## src/sv/sensor_poll_scheduler_macros.svh

```systemverilog
// Assertion macros for the sensor poll scheduler.
// Expects clk_i and rst_ni in the scope of the module that uses them.
`ifndef SENSOR_POLL_SCHEDULER_MACROS_SVH
`define SENSOR_POLL_SCHEDULER_MACROS_SVH

// same-cycle implication
`define SPS_ASSERT_NOW(label, ante, cons) \
  label: assert property (@(posedge clk_i) disable iff (!rst_ni) (ante) |-> (cons)) \
    else $error("sps assertion failed");

// next-cycle implication
`define SPS_ASSERT_NEXT(label, ante, cons) \
  label: assert property (@(posedge clk_i) disable iff (!rst_ni) (ante) |=> (cons)) \
    else $error("sps assertion failed");

`endif

```

## src/sv/sps_pkg.sv

```systemverilog
// Shared types and codes for the sensor poll scheduler.
// No dependencies.
`timescale 1ns / 1ps
`default_nettype none
package sps_pkg;

  localparam int unsigned TimeW = 32;
  localparam int unsigned ValW  = 32;
  localparam int unsigned CfgIdxW = 2;

  localparam logic [1:0] PH_OFF  = 2'd0;
  localparam logic [1:0] PH_WAIT = 2'd1;
  localparam logic [1:0] PH_READ = 2'd2;
  localparam logic [1:0] PH_SEND = 2'd3;

  localparam logic [1:0] OP_LOOP    = 2'd0;
  localparam logic [1:0] OP_START   = 2'd1;
  localparam logic [1:0] OP_TERM    = 2'd2;
  localparam logic [1:0] OP_SETWAIT = 2'd3;

  localparam logic [CfgIdxW-1:0] CFG_READ_INTERVAL   = 2'd0;
  localparam logic [CfgIdxW-1:0] CFG_RESEND_INTERVAL = 2'd1;
  localparam logic [CfgIdxW-1:0] CFG_WARMUP          = 2'd2;
  localparam logic [CfgIdxW-1:0] CFG_RESTART_ENABLE  = 2'd3;

  typedef struct packed {
    logic [TimeW-1:0] read_interval_ms;
    logic [TimeW-1:0] resend_interval_ms;
    logic [TimeW-1:0] warmup_ms;
    logic             restart_enable;
  } cfg_t;

  typedef struct packed {
    logic [1:0]       op;
    logic [TimeW-1:0] now_ms;
    logic             probe_done;
    logic             probe_has_value;
    logic [ValW-1:0]  probe_value;
    logic [TimeW-1:0] pause_ms;
  } item_t;

  typedef struct packed {
    logic            send_now;
    logic [ValW-1:0] send_value;
    logic [1:0]      phase;
    logic            pausing;
    logic            active;
  } res_t;

endpackage
`default_nettype wire

```

## src/sv/sps_cfg_regs.sv

```systemverilog
// Configuration register file of the sensor poll scheduler.
// Depends on sps_pkg.
`timescale 1ns / 1ps
`default_nettype none
module sps_cfg_regs (
  input  wire logic                        clk_i,
  input  wire logic                        rst_ni,
  input  wire logic                        cfg_valid_i,
  output logic                             cfg_ready_o,
  input  wire logic [sps_pkg::CfgIdxW-1:0] cfg_index_i,
  input  wire logic [sps_pkg::TimeW-1:0]   cfg_data_i,
  output sps_pkg::cfg_t                    cfg_o
);
  import sps_pkg::*;

  cfg_t cfg_q;

  assign cfg_ready_o = 1'b1;
  assign cfg_o       = cfg_q;

  always_ff @(posedge clk_i or negedge rst_ni) begin
    if (!rst_ni) begin
      cfg_q <= '0;
    end else if (cfg_valid_i) begin
      unique case (cfg_index_i)
        CFG_READ_INTERVAL:   cfg_q.read_interval_ms   <= cfg_data_i;
        CFG_RESEND_INTERVAL: cfg_q.resend_interval_ms <= cfg_data_i;
        CFG_WARMUP:          cfg_q.warmup_ms          <= cfg_data_i;
        CFG_RESTART_ENABLE:  cfg_q.restart_enable     <= cfg_data_i[0];
        default:             cfg_q                    <= cfg_q;
      endcase
    end
  end

endmodule
`default_nettype wire

```

## src/sv/sps_core.sv

```systemverilog
// Scheduler state and single-pass step logic of the sensor poll scheduler.
// Depends on sps_pkg and sensor_poll_scheduler_macros.svh.
`timescale 1ns / 1ps
`default_nettype none
`include "sensor_poll_scheduler_macros.svh"
module sps_core (
  input  wire logic           clk_i,
  input  wire logic           rst_ni,
  input  wire logic           step_i,
  input  wire sps_pkg::item_t item_i,
  input  wire sps_pkg::cfg_t  cfg_i,
  output sps_pkg::res_t       res_o
);
  import sps_pkg::*;

  logic [1:0]       phase_q, phase_d;
  logic             active_q, active_d;
  logic [TimeW-1:0] last_read_q, last_read_d;
  logic [TimeW-1:0] next_send_q, next_send_d;
  logic             send_vld_q, send_vld_d;
  logic [TimeW-1:0] pause_start_q, pause_start_d;
  logic [TimeW-1:0] pause_len_q, pause_len_d;
  logic             pause_act_q, pause_act_d;
  logic             worked_q, worked_d;
  logic [ValW-1:0]  stored_q, stored_d;
  logic             present_q, present_d;

  logic [TimeW-1:0] start_time;
  logic [TimeW-1:0] since_read, since_pause, since_send;
  logic             send_due;
  logic             send;

  assign start_time  = item_i.now_ms + cfg_i.warmup_ms - cfg_i.read_interval_ms;
  assign since_read  = item_i.now_ms - last_read_q;
  assign since_pause = item_i.now_ms - pause_start_q;
  assign since_send  = item_i.now_ms - next_send_q;
  assign send_due    = (since_send != '0) && !since_send[TimeW-1];

  always_comb begin
    phase_d       = phase_q;
    active_d      = active_q;
    last_read_d   = last_read_q;
    next_send_d   = next_send_q;
    send_vld_d    = send_vld_q;
    pause_start_d = pause_start_q;
    pause_len_d   = pause_len_q;
    pause_act_d   = pause_act_q;
    worked_d      = worked_q;
    stored_d      = stored_q;
    present_d     = present_q;
    send          = 1'b0;
    unique case (item_i.op)
      OP_START: begin
        active_d    = 1'b1;
        phase_d     = PH_WAIT;
        last_read_d = start_time;
        next_send_d = '0;
        send_vld_d  = 1'b0;
      end
      OP_TERM: begin
        active_d = 1'b0;
        if (phase_q == PH_READ && worked_q && cfg_i.restart_enable) begin
          active_d    = 1'b1;
          phase_d     = PH_WAIT;
          last_read_d = start_time;
          next_send_d = '0;
          send_vld_d  = 1'b0;
        end
      end
      OP_SETWAIT: begin
        pause_act_d   = 1'b1;
        pause_start_d = item_i.now_ms;
        pause_len_d   = item_i.pause_ms;
      end
      OP_LOOP: begin
        if (active_q) begin
          if (pause_act_q) begin
            if (since_pause >= pause_len_q) pause_act_d = 1'b0;
          end else begin
            unique case (phase_q)
              PH_WAIT: begin
                if (since_read >= cfg_i.read_interval_ms) phase_d = PH_READ;
              end
              PH_READ: begin
                if (item_i.probe_done) begin
                  if (item_i.probe_has_value) begin
                    worked_d = 1'b1;
                    if (!present_q || item_i.probe_value != stored_q) begin
                      stored_d    = item_i.probe_value;
                      present_d   = 1'b1;
                      next_send_d = item_i.now_ms;
                      send_vld_d  = 1'b1;
                      phase_d     = PH_SEND;
                    end
                  end else if (send_vld_q && send_due) begin
                    phase_d = PH_SEND;
                  end else begin
                    last_read_d = item_i.now_ms;
                    phase_d     = PH_WAIT;
                  end
                end
              end
              PH_SEND: begin
                send        = present_q;
                last_read_d = item_i.now_ms;
                if (cfg_i.resend_interval_ms != '0) begin
                  next_send_d = item_i.now_ms + cfg_i.resend_interval_ms;
                  send_vld_d  = 1'b1;
                end else begin
                  next_send_d = '0;
                  send_vld_d  = 1'b0;
                end
                phase_d = PH_WAIT;
              end
              PH_OFF: ;
              default: ;
            endcase
          end
        end
      end
      default: ;
    endcase
  end

  always_ff @(posedge clk_i or negedge rst_ni) begin
    if (!rst_ni) begin
      phase_q       <= PH_OFF;
      active_q      <= 1'b0;
      last_read_q   <= '0;
      next_send_q   <= '0;
      send_vld_q    <= 1'b0;
      pause_start_q <= '0;
      pause_len_q   <= '0;
      pause_act_q   <= 1'b0;
      worked_q      <= 1'b0;
      stored_q      <= '0;
      present_q     <= 1'b0;
    end else if (step_i) begin
      phase_q       <= phase_d;
      active_q      <= active_d;
      last_read_q   <= last_read_d;
      next_send_q   <= next_send_d;
      send_vld_q    <= send_vld_d;
      pause_start_q <= pause_start_d;
      pause_len_q   <= pause_len_d;
      pause_act_q   <= pause_act_d;
      worked_q      <= worked_d;
      stored_q      <= stored_d;
      present_q     <= present_d;
    end
  end

  assign res_o.send_now   = send;
  assign res_o.send_value = send ? stored_q : '0;
  assign res_o.phase      = phase_d;
  assign res_o.pausing    = pause_act_d;
  assign res_o.active     = active_d;

  `SPS_ASSERT_NOW(a_send_from_send_phase, step_i && send,
                  phase_q == PH_SEND && present_q && active_q && !pause_act_q)
  `SPS_ASSERT_NEXT(a_start_enters_wait, step_i && item_i.op == OP_START,
                   active_q && phase_q == PH_WAIT && !send_vld_q)
  `SPS_ASSERT_NEXT(a_setwait_pauses, step_i && item_i.op == OP_SETWAIT, pause_act_q)
  `SPS_ASSERT_NEXT(a_idle_holds, !step_i, $stable(phase_q) && $stable(stored_q))

endmodule
`default_nettype wire

```

## src/sv/sensor_poll_scheduler.sv

```systemverilog
// Sensor poll scheduler: item input, step logic and a one-entry output register.
// Sensor poll scheduler top level. Depends on sps_pkg, sps_cfg_regs and sps_core.
//
// Input channel: in_valid_i / in_stall_o with op, now_ms, probe and pause fields.
// Output channel: out_valid_o / out_stall_i; exactly one result per input item.
// Config channel: cfg_valid_i / cfg_ready_o, index and data; write only when idle.
// A transfer on the input lands in the input register; once the output is free
// (empty or not stalled) the step logic updates the scheduler state and loads
// the result register, which offers the result. One item per cycle is sustained
// while the receiver does not stall; the input register takes a new item in the
// same cycle its item advances.
// When the receiver stalls, the result register holds and the input register
// still holds one item, after which in_stall_o rises; it falls the cycle the
// stalled result is taken.
// Reset clears all scheduler state (phase off, inactive, no pause, nothing stored),
// the config registers and both valid flags; input and result registers are not reset.
`timescale 1ns / 1ps
`default_nettype none
module sensor_poll_scheduler (
  input  wire logic                        clk_i,
  input  wire logic                        rst_ni,
  input  wire logic                        cfg_valid_i,
  output logic                             cfg_ready_o,
  input  wire logic [sps_pkg::CfgIdxW-1:0] cfg_index_i,
  input  wire logic [sps_pkg::TimeW-1:0]   cfg_data_i,
  input  wire logic                        in_valid_i,
  output logic                             in_stall_o,
  input  wire logic [1:0]                  op_i,
  input  wire logic [sps_pkg::TimeW-1:0]   now_ms_i,
  input  wire logic                        probe_done_i,
  input  wire logic                        probe_has_value_i,
  input  wire logic [sps_pkg::ValW-1:0]    probe_value_i,
  input  wire logic [sps_pkg::TimeW-1:0]   pause_ms_i,
  output logic                             out_valid_o,
  input  wire logic                        out_stall_i,
  output logic                             send_now_o,
  output logic [sps_pkg::ValW-1:0]         send_value_o,
  output logic [1:0]                       phase_o,
  output logic                             pausing_o,
  output logic                             active_o
);
  import sps_pkg::*;

  cfg_t  cfg;
  item_t item_q;
  res_t  res, res_q;
  logic  in_vld_q, out_vld_q;
  logic  advance, in_take;

  assign advance    = in_vld_q && (!out_vld_q || !out_stall_i);
  assign in_stall_o = in_vld_q && !advance;
  assign in_take    = in_valid_i && !in_stall_o;

  sps_cfg_regs u_cfg (
    .clk_i       (clk_i),
    .rst_ni      (rst_ni),
    .cfg_valid_i (cfg_valid_i),
    .cfg_ready_o (cfg_ready_o),
    .cfg_index_i (cfg_index_i),
    .cfg_data_i  (cfg_data_i),
    .cfg_o       (cfg)
  );

  sps_core u_core (
    .clk_i  (clk_i),
    .rst_ni (rst_ni),
    .step_i (advance),
    .item_i (item_q),
    .cfg_i  (cfg),
    .res_o  (res)
  );

  always_ff @(posedge clk_i or negedge rst_ni) begin
    if (!rst_ni) begin
      in_vld_q  <= 1'b0;
      out_vld_q <= 1'b0;
    end else begin
      if (in_take) begin
        in_vld_q <= 1'b1;
      end else if (advance) begin
        in_vld_q <= 1'b0;
      end
      if (advance) begin
        out_vld_q <= 1'b1;
      end else if (!out_stall_i) begin
        out_vld_q <= 1'b0;
      end
    end
  end

  always_ff @(posedge clk_i) begin
    if (in_take) begin
      item_q <= '{op: op_i, now_ms: now_ms_i, probe_done: probe_done_i,
                  probe_has_value: probe_has_value_i, probe_value: probe_value_i,
                  pause_ms: pause_ms_i};
    end
    if (advance) begin
      res_q <= res;
    end
  end

  assign out_valid_o  = out_vld_q;
  assign send_now_o   = res_q.send_now;
  assign send_value_o = res_q.send_value;
  assign phase_o      = res_q.phase;
  assign pausing_o    = res_q.pausing;
  assign active_o     = res_q.active;

endmodule
`default_nettype wire

```

## config.mk

```make
export PLATFORM = sky130hd
export DESIGN_NAME = sensor_poll_scheduler
export DESIGN_NICKNAME = d
export VERILOG_FILES = /design/src/sv/sps_pkg.sv /design/src/sv/sps_cfg_regs.sv /design/src/sv/sps_core.sv /design/src/sv/sensor_poll_scheduler.sv
export VERILOG_INCLUDE_DIRS = /design/src /design/src/sv
export SDC_FILE = /design/constraint.sdc
export NUM_CORES = 1
export LEC_CHECK = 0
export ABC_AREA = 1
export BUFFER_PORTS_ARGS = -buffer_cell sky130_fd_sc_hd__buf_2
export CORE_ASPECT_RATIO = 0.8
export CORE_MARGIN = 2
export CORE_UTILIZATION = 30
export DETAILED_ROUTE_END_ITERATION = 6
export GPL_TIMING_DRIVEN = 0
export MAX_ROUTING_LAYER = met4
export SETUP_SLACK_MARGIN = 0.05
export SLEW_MARGIN = 20
export SYNTH_ARGS = -nofsm -noshare
export SYNTH_HDL_FRONTEND = slang
export SYNTH_HIERARCHICAL = 1
export SYNTH_SLANG_ARGS = --single-unit
```

## constraint.sdc

```tcl
create_clock -name clk_i -period 6.7 [get_ports clk_i]
set_clock_uncertainty 0.15 [all_clocks]
set_input_delay 0 -clock clk_i [delete_from_list [all_inputs] [get_ports clk_i]]
set_output_delay 0 -clock clk_i [all_outputs]
set_load 0.05 [all_outputs]
```

==> results by group, run 1 <==
Placement
  • DP Cell Count: 4947
  • PortBufs: 174
  • Dpl hpwl: 74400 um
  • GP Congestion: 0.957
  • DP Worst Slack: 1200 ps

Worst hold path
  • Min-Delay Path Class: primary input to flop
  • Worst Hold Path Cells: 4

STA
  • Unrepaired setup endpoints after global routing: no
  • Final period util: 0.828
  • Final Hold Viols: 0
  • Final Max Slew Viols: 0
  • Min cycle time layout: 5550 ps
  • TNS Setup: 0 ps
  • Slew HR: 0.323
  • Achievable Freq: 180 MHz
  • Worst-case hold slack: 63.6 ps
  • Slew @ Worst Pin: 1020 ps
  • Setup ws final: 1150 ps
  • Final setup viols: 0

Cells and area
  • Most frequent cells in the layout: nand2_1, inv_1, a21oi_1
  • Non-Filler Instances: 5272
  • Fin nets: 4428
  • Filler cells: 9470
  • Commonest non-fill, non-tap cell in the layout: nand2_1
  • Syn-to-layout area delta: 23.7%
  • Share of layout cells above drive strength 1: 0.0857

CTS
  • Num CTS Buffers: 42
  • Clk root buf: clkbuf_16
  • Clk pin slew, worst setup/hold paths: 70 ps
  • CTS resizes: 0
  • Longest Clk Path Bufs: 3
  • Worst-skew pair later-pin latency: 630 ps
  • Post-CTS setup repair buffer count: 0
  • CTS tree: yes
  • H-tree levels: 2
  • Clock sinks: 403

Setup path
  • Crit-path max cell delay: 510 ps
  • CP Launch Type: flop
  • CP Depth: 26
  • Bufs and invs on worst path: 3
  • R2R setup slack: 1150 ps
  • CP max-delay cell: edfxtp_1
  • Critical path endpoint category: flop
  • CP top delay family: simple AND/OR/NAND/NOR gates
  • Kind of critical path: flop to flop
  • Cell depth of the worst flop-to-flop path: 26
  • CP Data Required Time: 6910 ps
  • Crit path DAT: 5760 ps
  • Most used cell, CP: nand3_1
  • Crit Path Max Fanout: 6

Pwr
  • Worst VDD drop: 0.213 mV
  • Leakage: 16.5 nW
  • P per Cell Area: 318 mW/mm2

Floorplan
  • Die footprint: 0.0943 mm2
  • Io pins: 179
  • Num rows: 99
  • Placeable Area: 0.0910 mm2
  • Die Width: 343 um
  • Starting Density: 0.303
  • Die height: 275 um

Synth
  • EDFF count, synth: 137
  • Area share of the leading cell type in the synthesized netlist: 0.242
  • Synth Cell Area: 0.0276 mm2
  • Sequential share of the synthesized area: 0.391
  • #FFs+latches synth: 403
  • Syn Area/Cell: 7.75 um2
  • FFs w/ async S/R, synth: 0.660
  • Mapped Cells: 3556
  • Netlist cell types: 55
  • Syn_nets: 3954
  • Primary FF master, synth: dfrtp_1
  • Yosys warning total: 6
  • Largest cells by area after synthesis: dfrtp_1, edfxtp_1, nand2_1, ha_1, inv_1
  • Cell taking the most area after synthesis: dfrtp_1

Drt
  • Initial detailed-routing violation count: 2083
  • Final WL: 94500 um
  • Wire length per cell: 17.9 um
  • DR vias: 25600
  • Antenna-violating nets left: 0
  • Drt first pass iters: 6
  • DRC Markers: 0
  • Vias/cell: 4.86

Global route
  • Antenna violations before repair: 1
  • GRT overflow: 0
  • Largest net degree at the start of global routing: 94
  • Vias in the first global route: 24600
  • First-pass GRT wire length: 144000 um
  • Total GRT Usage: 0.204

Run status
  • Run status: finished, final reports clean

Flow run
  • Max cap viols: 0
[flip-flops by register name, summed over array words and instances (netlist names), 2 cells and up]
name / cells
u_core/pause_start_q: 32
u_core/phase_q: 2
phase_o: 2
u_cfg/cfg_o: 97
u_core/last_read_q: 32
u_core/stored_q: 32
u_core/next_send_q: 32
u_core/pause_len_q: 32
send_value_o: 32
item_q: 100
[final cells by class]
type,count,area [um2],area share
buffer,91,488,0.0143
clock buffer,51,1160,0.0340
clock inverter,22,308,0.00903
timing repair buffer,430,3530,0.104
inverter,582,2190,0.0643
antenna,1,2.50,0.0000734
multi-input combinational,2480,14100,0.414
sequential,403,10800,0.316
tap,1212,1520,0.0445
[final timing paths]
check	from	endpoint
setup / recovery	item_q[66]	phase_o[0]
hold / removal	cfg_data_i[26]	u_cfg/cfg_o[91]
setup reg to reg	item_q[66]	phase_o[0]
hold reg to reg	u_cfg/cfg_o[24]	u_cfg/cfg_o[24]
max in group asynchronous	rst_ni	u_core/stored_q[19]
min in group asynchronous	rst_ni	u_cfg/cfg_o[63]
[per-layer routing]
layer | GRT usage | routed length, um
met1 | 0.297 | 46300
met2 | 0.299 | 39700
met3 | 0.0317 | 6700
met4 | 0.0397 | 1780
met5 | - | 0
[timing repair]
action | in CTS | in global routing
hold endpoints to repair | 456 | 0
hold buffers | 251 | 0
setup endpoints to repair | 0 | 0
[kinds of logic after synthesis]
group                    Yosys count  synth area share
AND/OR/NAND/NOR                 1492             0.230
adder cells (fa/ha/maj)          259             0.127
XOR/XNOR                          93            0.0296
AO/OA/AOI/OAI                    634             0.125
buffers and inverters            673            0.0971
other                              1          0.000136
flip-flops                       403             0.391
multiplexers                       1          0.000409
[worst reg2reg max path, cell delays in order, from the launching register on]
cell and delay, ps:
edfxtp_1 510, inv_1 380, ha_1 220, inv_1 60, fa_1 400, nand3_1 100, nand2_1 80, nand2_1 60
and3_1 210, inv_1 100, a21oi_1 200, o21ai_0 210, a21oi_1 320, o21bai_1 150, a21oi_1 190, xor2_1 110
ha_1 290, nand3_1 90, nor3_1 290, and3_1 290, o21ai_0 110, nand3_1 310, nand3_1 130, nand2_1 80
nand3_1 70, nand2_1 90, a21boi_0 110
[synth_stat cells (9+ instances only)]
master,n
a21o_1,9
a21oi_1,268
buf_2,27
buf_4,14
clkbuf_1,39
dfrtp_1,266
edfxtp_1,137
fa_1,35
ha_1,224
inv_1,569
inv_2,11
nand2_1,856
nand3_1,149
nand4_1,111
nor2_1,266
nor3_1,33
nor4_1,26
o211ai_1,11
o21a_1,13
o21ai_0,232
o21ai_1,37
o22ai_1,14
or2_2,17
xnor2_1,27
xor2_1,66
[stage by stage]
step | instance area (um2) | utilization | power, mW
floorplan | 27600 | - | 6.70
global placement | 29900 | 0.329 | 8.05
detailed placement | 30100 | 0.331 | 8.12
CTS | 34100 | 0.374 | 10.8
global route | 34100 | 0.374 | 11.7
finish | 34100 | 0.374 | 10.8
[power breakdown]
| part | switching, mW | internal, mW |
|---|---|---|
| Sequential | 0.308 | 2.93 |
| Clock | 1.09 | 1.44 |
| Combinational | 3.19 | 1.87 |
Note: power is estimated with default switching activity, not from simulation.
==> inputs of run 2 (changes only) <==
Clock period 6.7 ns to 5.4 ns, I/O delays scaled along.
==> run 2 against run 1 <==
Net effect:
- core utilization up 0.17 points
- sequential cell count unchanged
- final cell count up 0.19%
- sequential power up 24%
- via count down 0.48%
- critical path depth down 4
- critical endpoint unchanged
- highest routed layer unchanged
==> results by group, run 2 (synthesized netlist as in run 1, its figures left out) <==
Placement
  • PortBufs: 174 (unchanged)
  • GP Congestion: 0.957 (unchanged)
  • Dpl hpwl: 74400 um (unchanged)
  • DP Worst Slack: -95.5 ps (-1300 ps)
  • DP Cell Count: 4947 (unchanged)

Drt
  • Antenna-violating nets left: 0 (unchanged)
  • Vias/cell: 4.82 (-0.67%)
  • Initial detailed-routing violation count: 2067 (-0.77%)
  • DR vias: 25500 (-0.48%)
  • Wire length per cell: 17.9 um (-0.18%)
  • DRC Markers: 0 (unchanged)
  • Drt first pass iters: 5 (-1)
  • Final WL: 94500 um (about the same)

Cells and area
  • Most frequent cells in the layout: nand2_1, inv_1, dfrtp_1, nor2_1, a21oi_1
  • Commonest non-fill, non-tap cell in the layout: nand2_1
  • Fin nets: 4439 (+0.25%)
  • Fin util: 0.376 (+0.00172)
  • N_diodes: 0 (-1)
  • Most flops, register: item_q
  • Syn-to-layout area delta: 24.3%
  • Largest register FFs: 100 (unchanged)
  • Share of layout cells above drive strength 1: 0.0897 (+0.00395)
  • Filler cells: 9456 (-0.15%)
  • Non-Filler Instances: 5282 (+0.19%)

Setup path
  • Worst path cell trace: ha_1, nand2_1, inv_1, nand3_1, nor3_1, a21oi_1, o21ai_1, a21oi_2, o21bai_1, a21oi_1, xor2_1, ha_1, nand3_1, nor3_4, and3_1, nand4_1, nand3_4, nand3_1, nand2_1, nand3_1, nand2_1, a21boi_0
  • CP top delay family: simple AND/OR/NAND/NOR gates
  • CP max-delay cell: edfxtp_1
  • Kind of critical path: flop to flop
  • Critical path endpoint category: flop
  • CP Launch Type: flop
  • CP Data Required Time: 5610 ps (-1300 ps)
  • Crit-path max cell delay: 710 ps (+200 ps)
  • Most used cell, CP: nand3_1
  • Crit Path Max Fanout: 6 (unchanged)
  • Crit path DAT: 5300 ps (-460 ps)
  • Bufs and invs on worst path: 1 (-2)

Pwr
  • Int Power: 7.77 mW (+24%)
  • Seq pwr share: 0.297 (-0.002)
  • P per Cell Area: 394 mW/mm2 (+24%)
  • Net switching power: 5.73 mW (+25%)
  • Switch share: 0.424 (+0.000706)
  • Clock network fraction of total power: 0.232 (about the same)
  • Comb power frac: 0.470 (+0.002)
  • Leakage: 16.6 nW (+0.46%)
  • Worst VDD drop: 0.261 mV (+22%)

STA
  • Slew @ Worst Pin: 1090 ps (+78.1 ps)
  • Achievable Freq: 197 MHz (+9.1%)
  • Setup ws final: 313 ps (-837 ps)
  • Final Hold Viols: 0 (unchanged)
  • Final setup viols: 0 (unchanged)
  • Unrepaired setup endpoints after global routing: no
  • Final period util: 0.942 (+0.114)
  • Worst-case hold slack: 64.3 ps (+0.745 ps)
  • Slew HR: 0.271 (-0.0521)
  • Min cycle time layout: 5090 ps (-463 ps)
  • Final Max Slew Viols: 0 (unchanged)

Floorplan
  • Die Width: 343 um (unchanged)
  • Die height: 275 um (unchanged)
  • Num rows: 99 (unchanged)
  • Starting Density: 0.303 (unchanged)
  • Die footprint: 0.0943 mm2 (unchanged)
  • Io pins: 179 (unchanged)
  • Placeable Area: 0.0910 mm2 (unchanged)

Run status
  • Run status: finished, final reports clean

CTS
  • Num CTS Buffers: 42 (unchanged)
  • Clk root buf: clkbuf_16
  • Worst-skew pair later-pin latency: 630 ps (about the same)
  • Clock sinks: 403 (unchanged)
  • Longest Clk Path Bufs: 3 (unchanged)
  • H-tree levels: 2 (unchanged)
  • Clk pin slew, worst setup/hold paths: 70 ps (about the same)
  • CTS tree: yes

Global route
  • Total GRT Usage: 0.204 (about the same)
  • GRT overflow: 0 (unchanged)
  • Antenna violations before repair: 1 (unchanged)
  • Vias in the first global route: 24600 (+0.020%)
  • Grt met2 use: 0.298 (-0.000371)
  • Grt met1 use: 0.296 (-0.000908)
  • GR peak layer: met2
  • GR Util met3: 0.0330 (+0.00131)
  • Largest net degree at the start of global routing: 94 (unchanged)
  • First-pass GRT wire length: 144000 um (about the same)

Flow run
  • Max cap viols: 0 (unchanged)

Worst hold path
  • Min-Delay Path Class: primary input to flop
run 2: cell types whose count changed in the layout (fill, tap and decap cells not counted), moves of 2 or more:
cell	previous run	this run
a21oi_1	267	265
a21oi_2	1	3
buf_12	0	3
buf_4	14	22
run 2: worst paths after layout:
| kind | cells past startpoint | from | slack [ps] | endpoint |
|---|---|---|---|---|
| max in group asynchronous | 6 | rst_ni | 3290 | u_core/stored_q[19] |
| hold reg to reg | 2 | u_cfg/cfg_o[16] | 330 | u_cfg/cfg_o[16] |
| min in group asynchronous | 4 | rst_ni | 470 | u_cfg/cfg_o[63] |
| setup / recovery | 22 | item_q[79] | 310 | phase_o[0] |
| hold / removal | 4 | cfg_data_i[26] | 60 | u_cfg/cfg_o[91] |
| setup reg to reg | 22 | item_q[79] | 310 | phase_o[0] |
run 2: layout make-up:
class                           count  area [um2]  area share
Tap cell                         1212        1520      0.0443
Inverter                          582        2200      0.0641
Multi-Input combinational cell   2480       14200       0.413
Clock inverter                     22         308     0.00899
Buffer                             91         488      0.0143
Sequential cell                   403       10800       0.315
Clock buffer                       51        1160      0.0338
Timing Repair Buffer              441        3650       0.107
run 2: per-stage QoR:
step	setup TNS [ps]	area [um2]	power, mW
6_report	0	34200	13.5
5_1_grt	0	34200	14.6
4_1_cts	0	34100	13.4
3_5_place_dp	-138	30100	10.1
3_3_place_gp	-298230	29900	9.99
2_1_floorplan	0	27600	8.32
run 2: power by group through the flow:
| stage | clock [mW] | sequential (mW) | combinational, mW |
|---|---|---|---|
| floorplan | 0 | 3.94 | 4.37 |
| global placement | 0 | 4.06 | 5.93 |
| detailed placement | 0 | 4.06 | 6.02 |
| CTS | 3.21 | 4.00 | 6.21 |
| global route | 3.32 | 4.05 | 7.21 |
| finish | 3.14 | 4.01 | 6.35 |
run 2: layer usage:
metal  part of all wire  wire length, um  vias up
li1                   -                -    12700
met1               0.49            46000    11900
met2               0.42            39800      799
met3              0.075             7090       97
met4              0.018             1670        0
met5                  0                0        -
run 2: worst register-to-register path: cells and delay by family (launching register included):
family | cells | cell delay [ps]
DFF | 1 | 710
adders and majority gates | 2 | 840
and+or+nand+nor | 12 | 1760
AOI/OAI and AO/OA | 6 | 1120
xor gates and xnor gates | 1 | 170
buffers and inverters | 1 | 60
run 2: what timing repair did:
item / 4_1_cts / 5_1_grt
hold buffers: 251 / 0
gates resized for setup: 2 / 7
setup endpoints to repair: 4 / 5
setup buffers: 0 / 11
endpoints found under the hold margin: 456 / 0
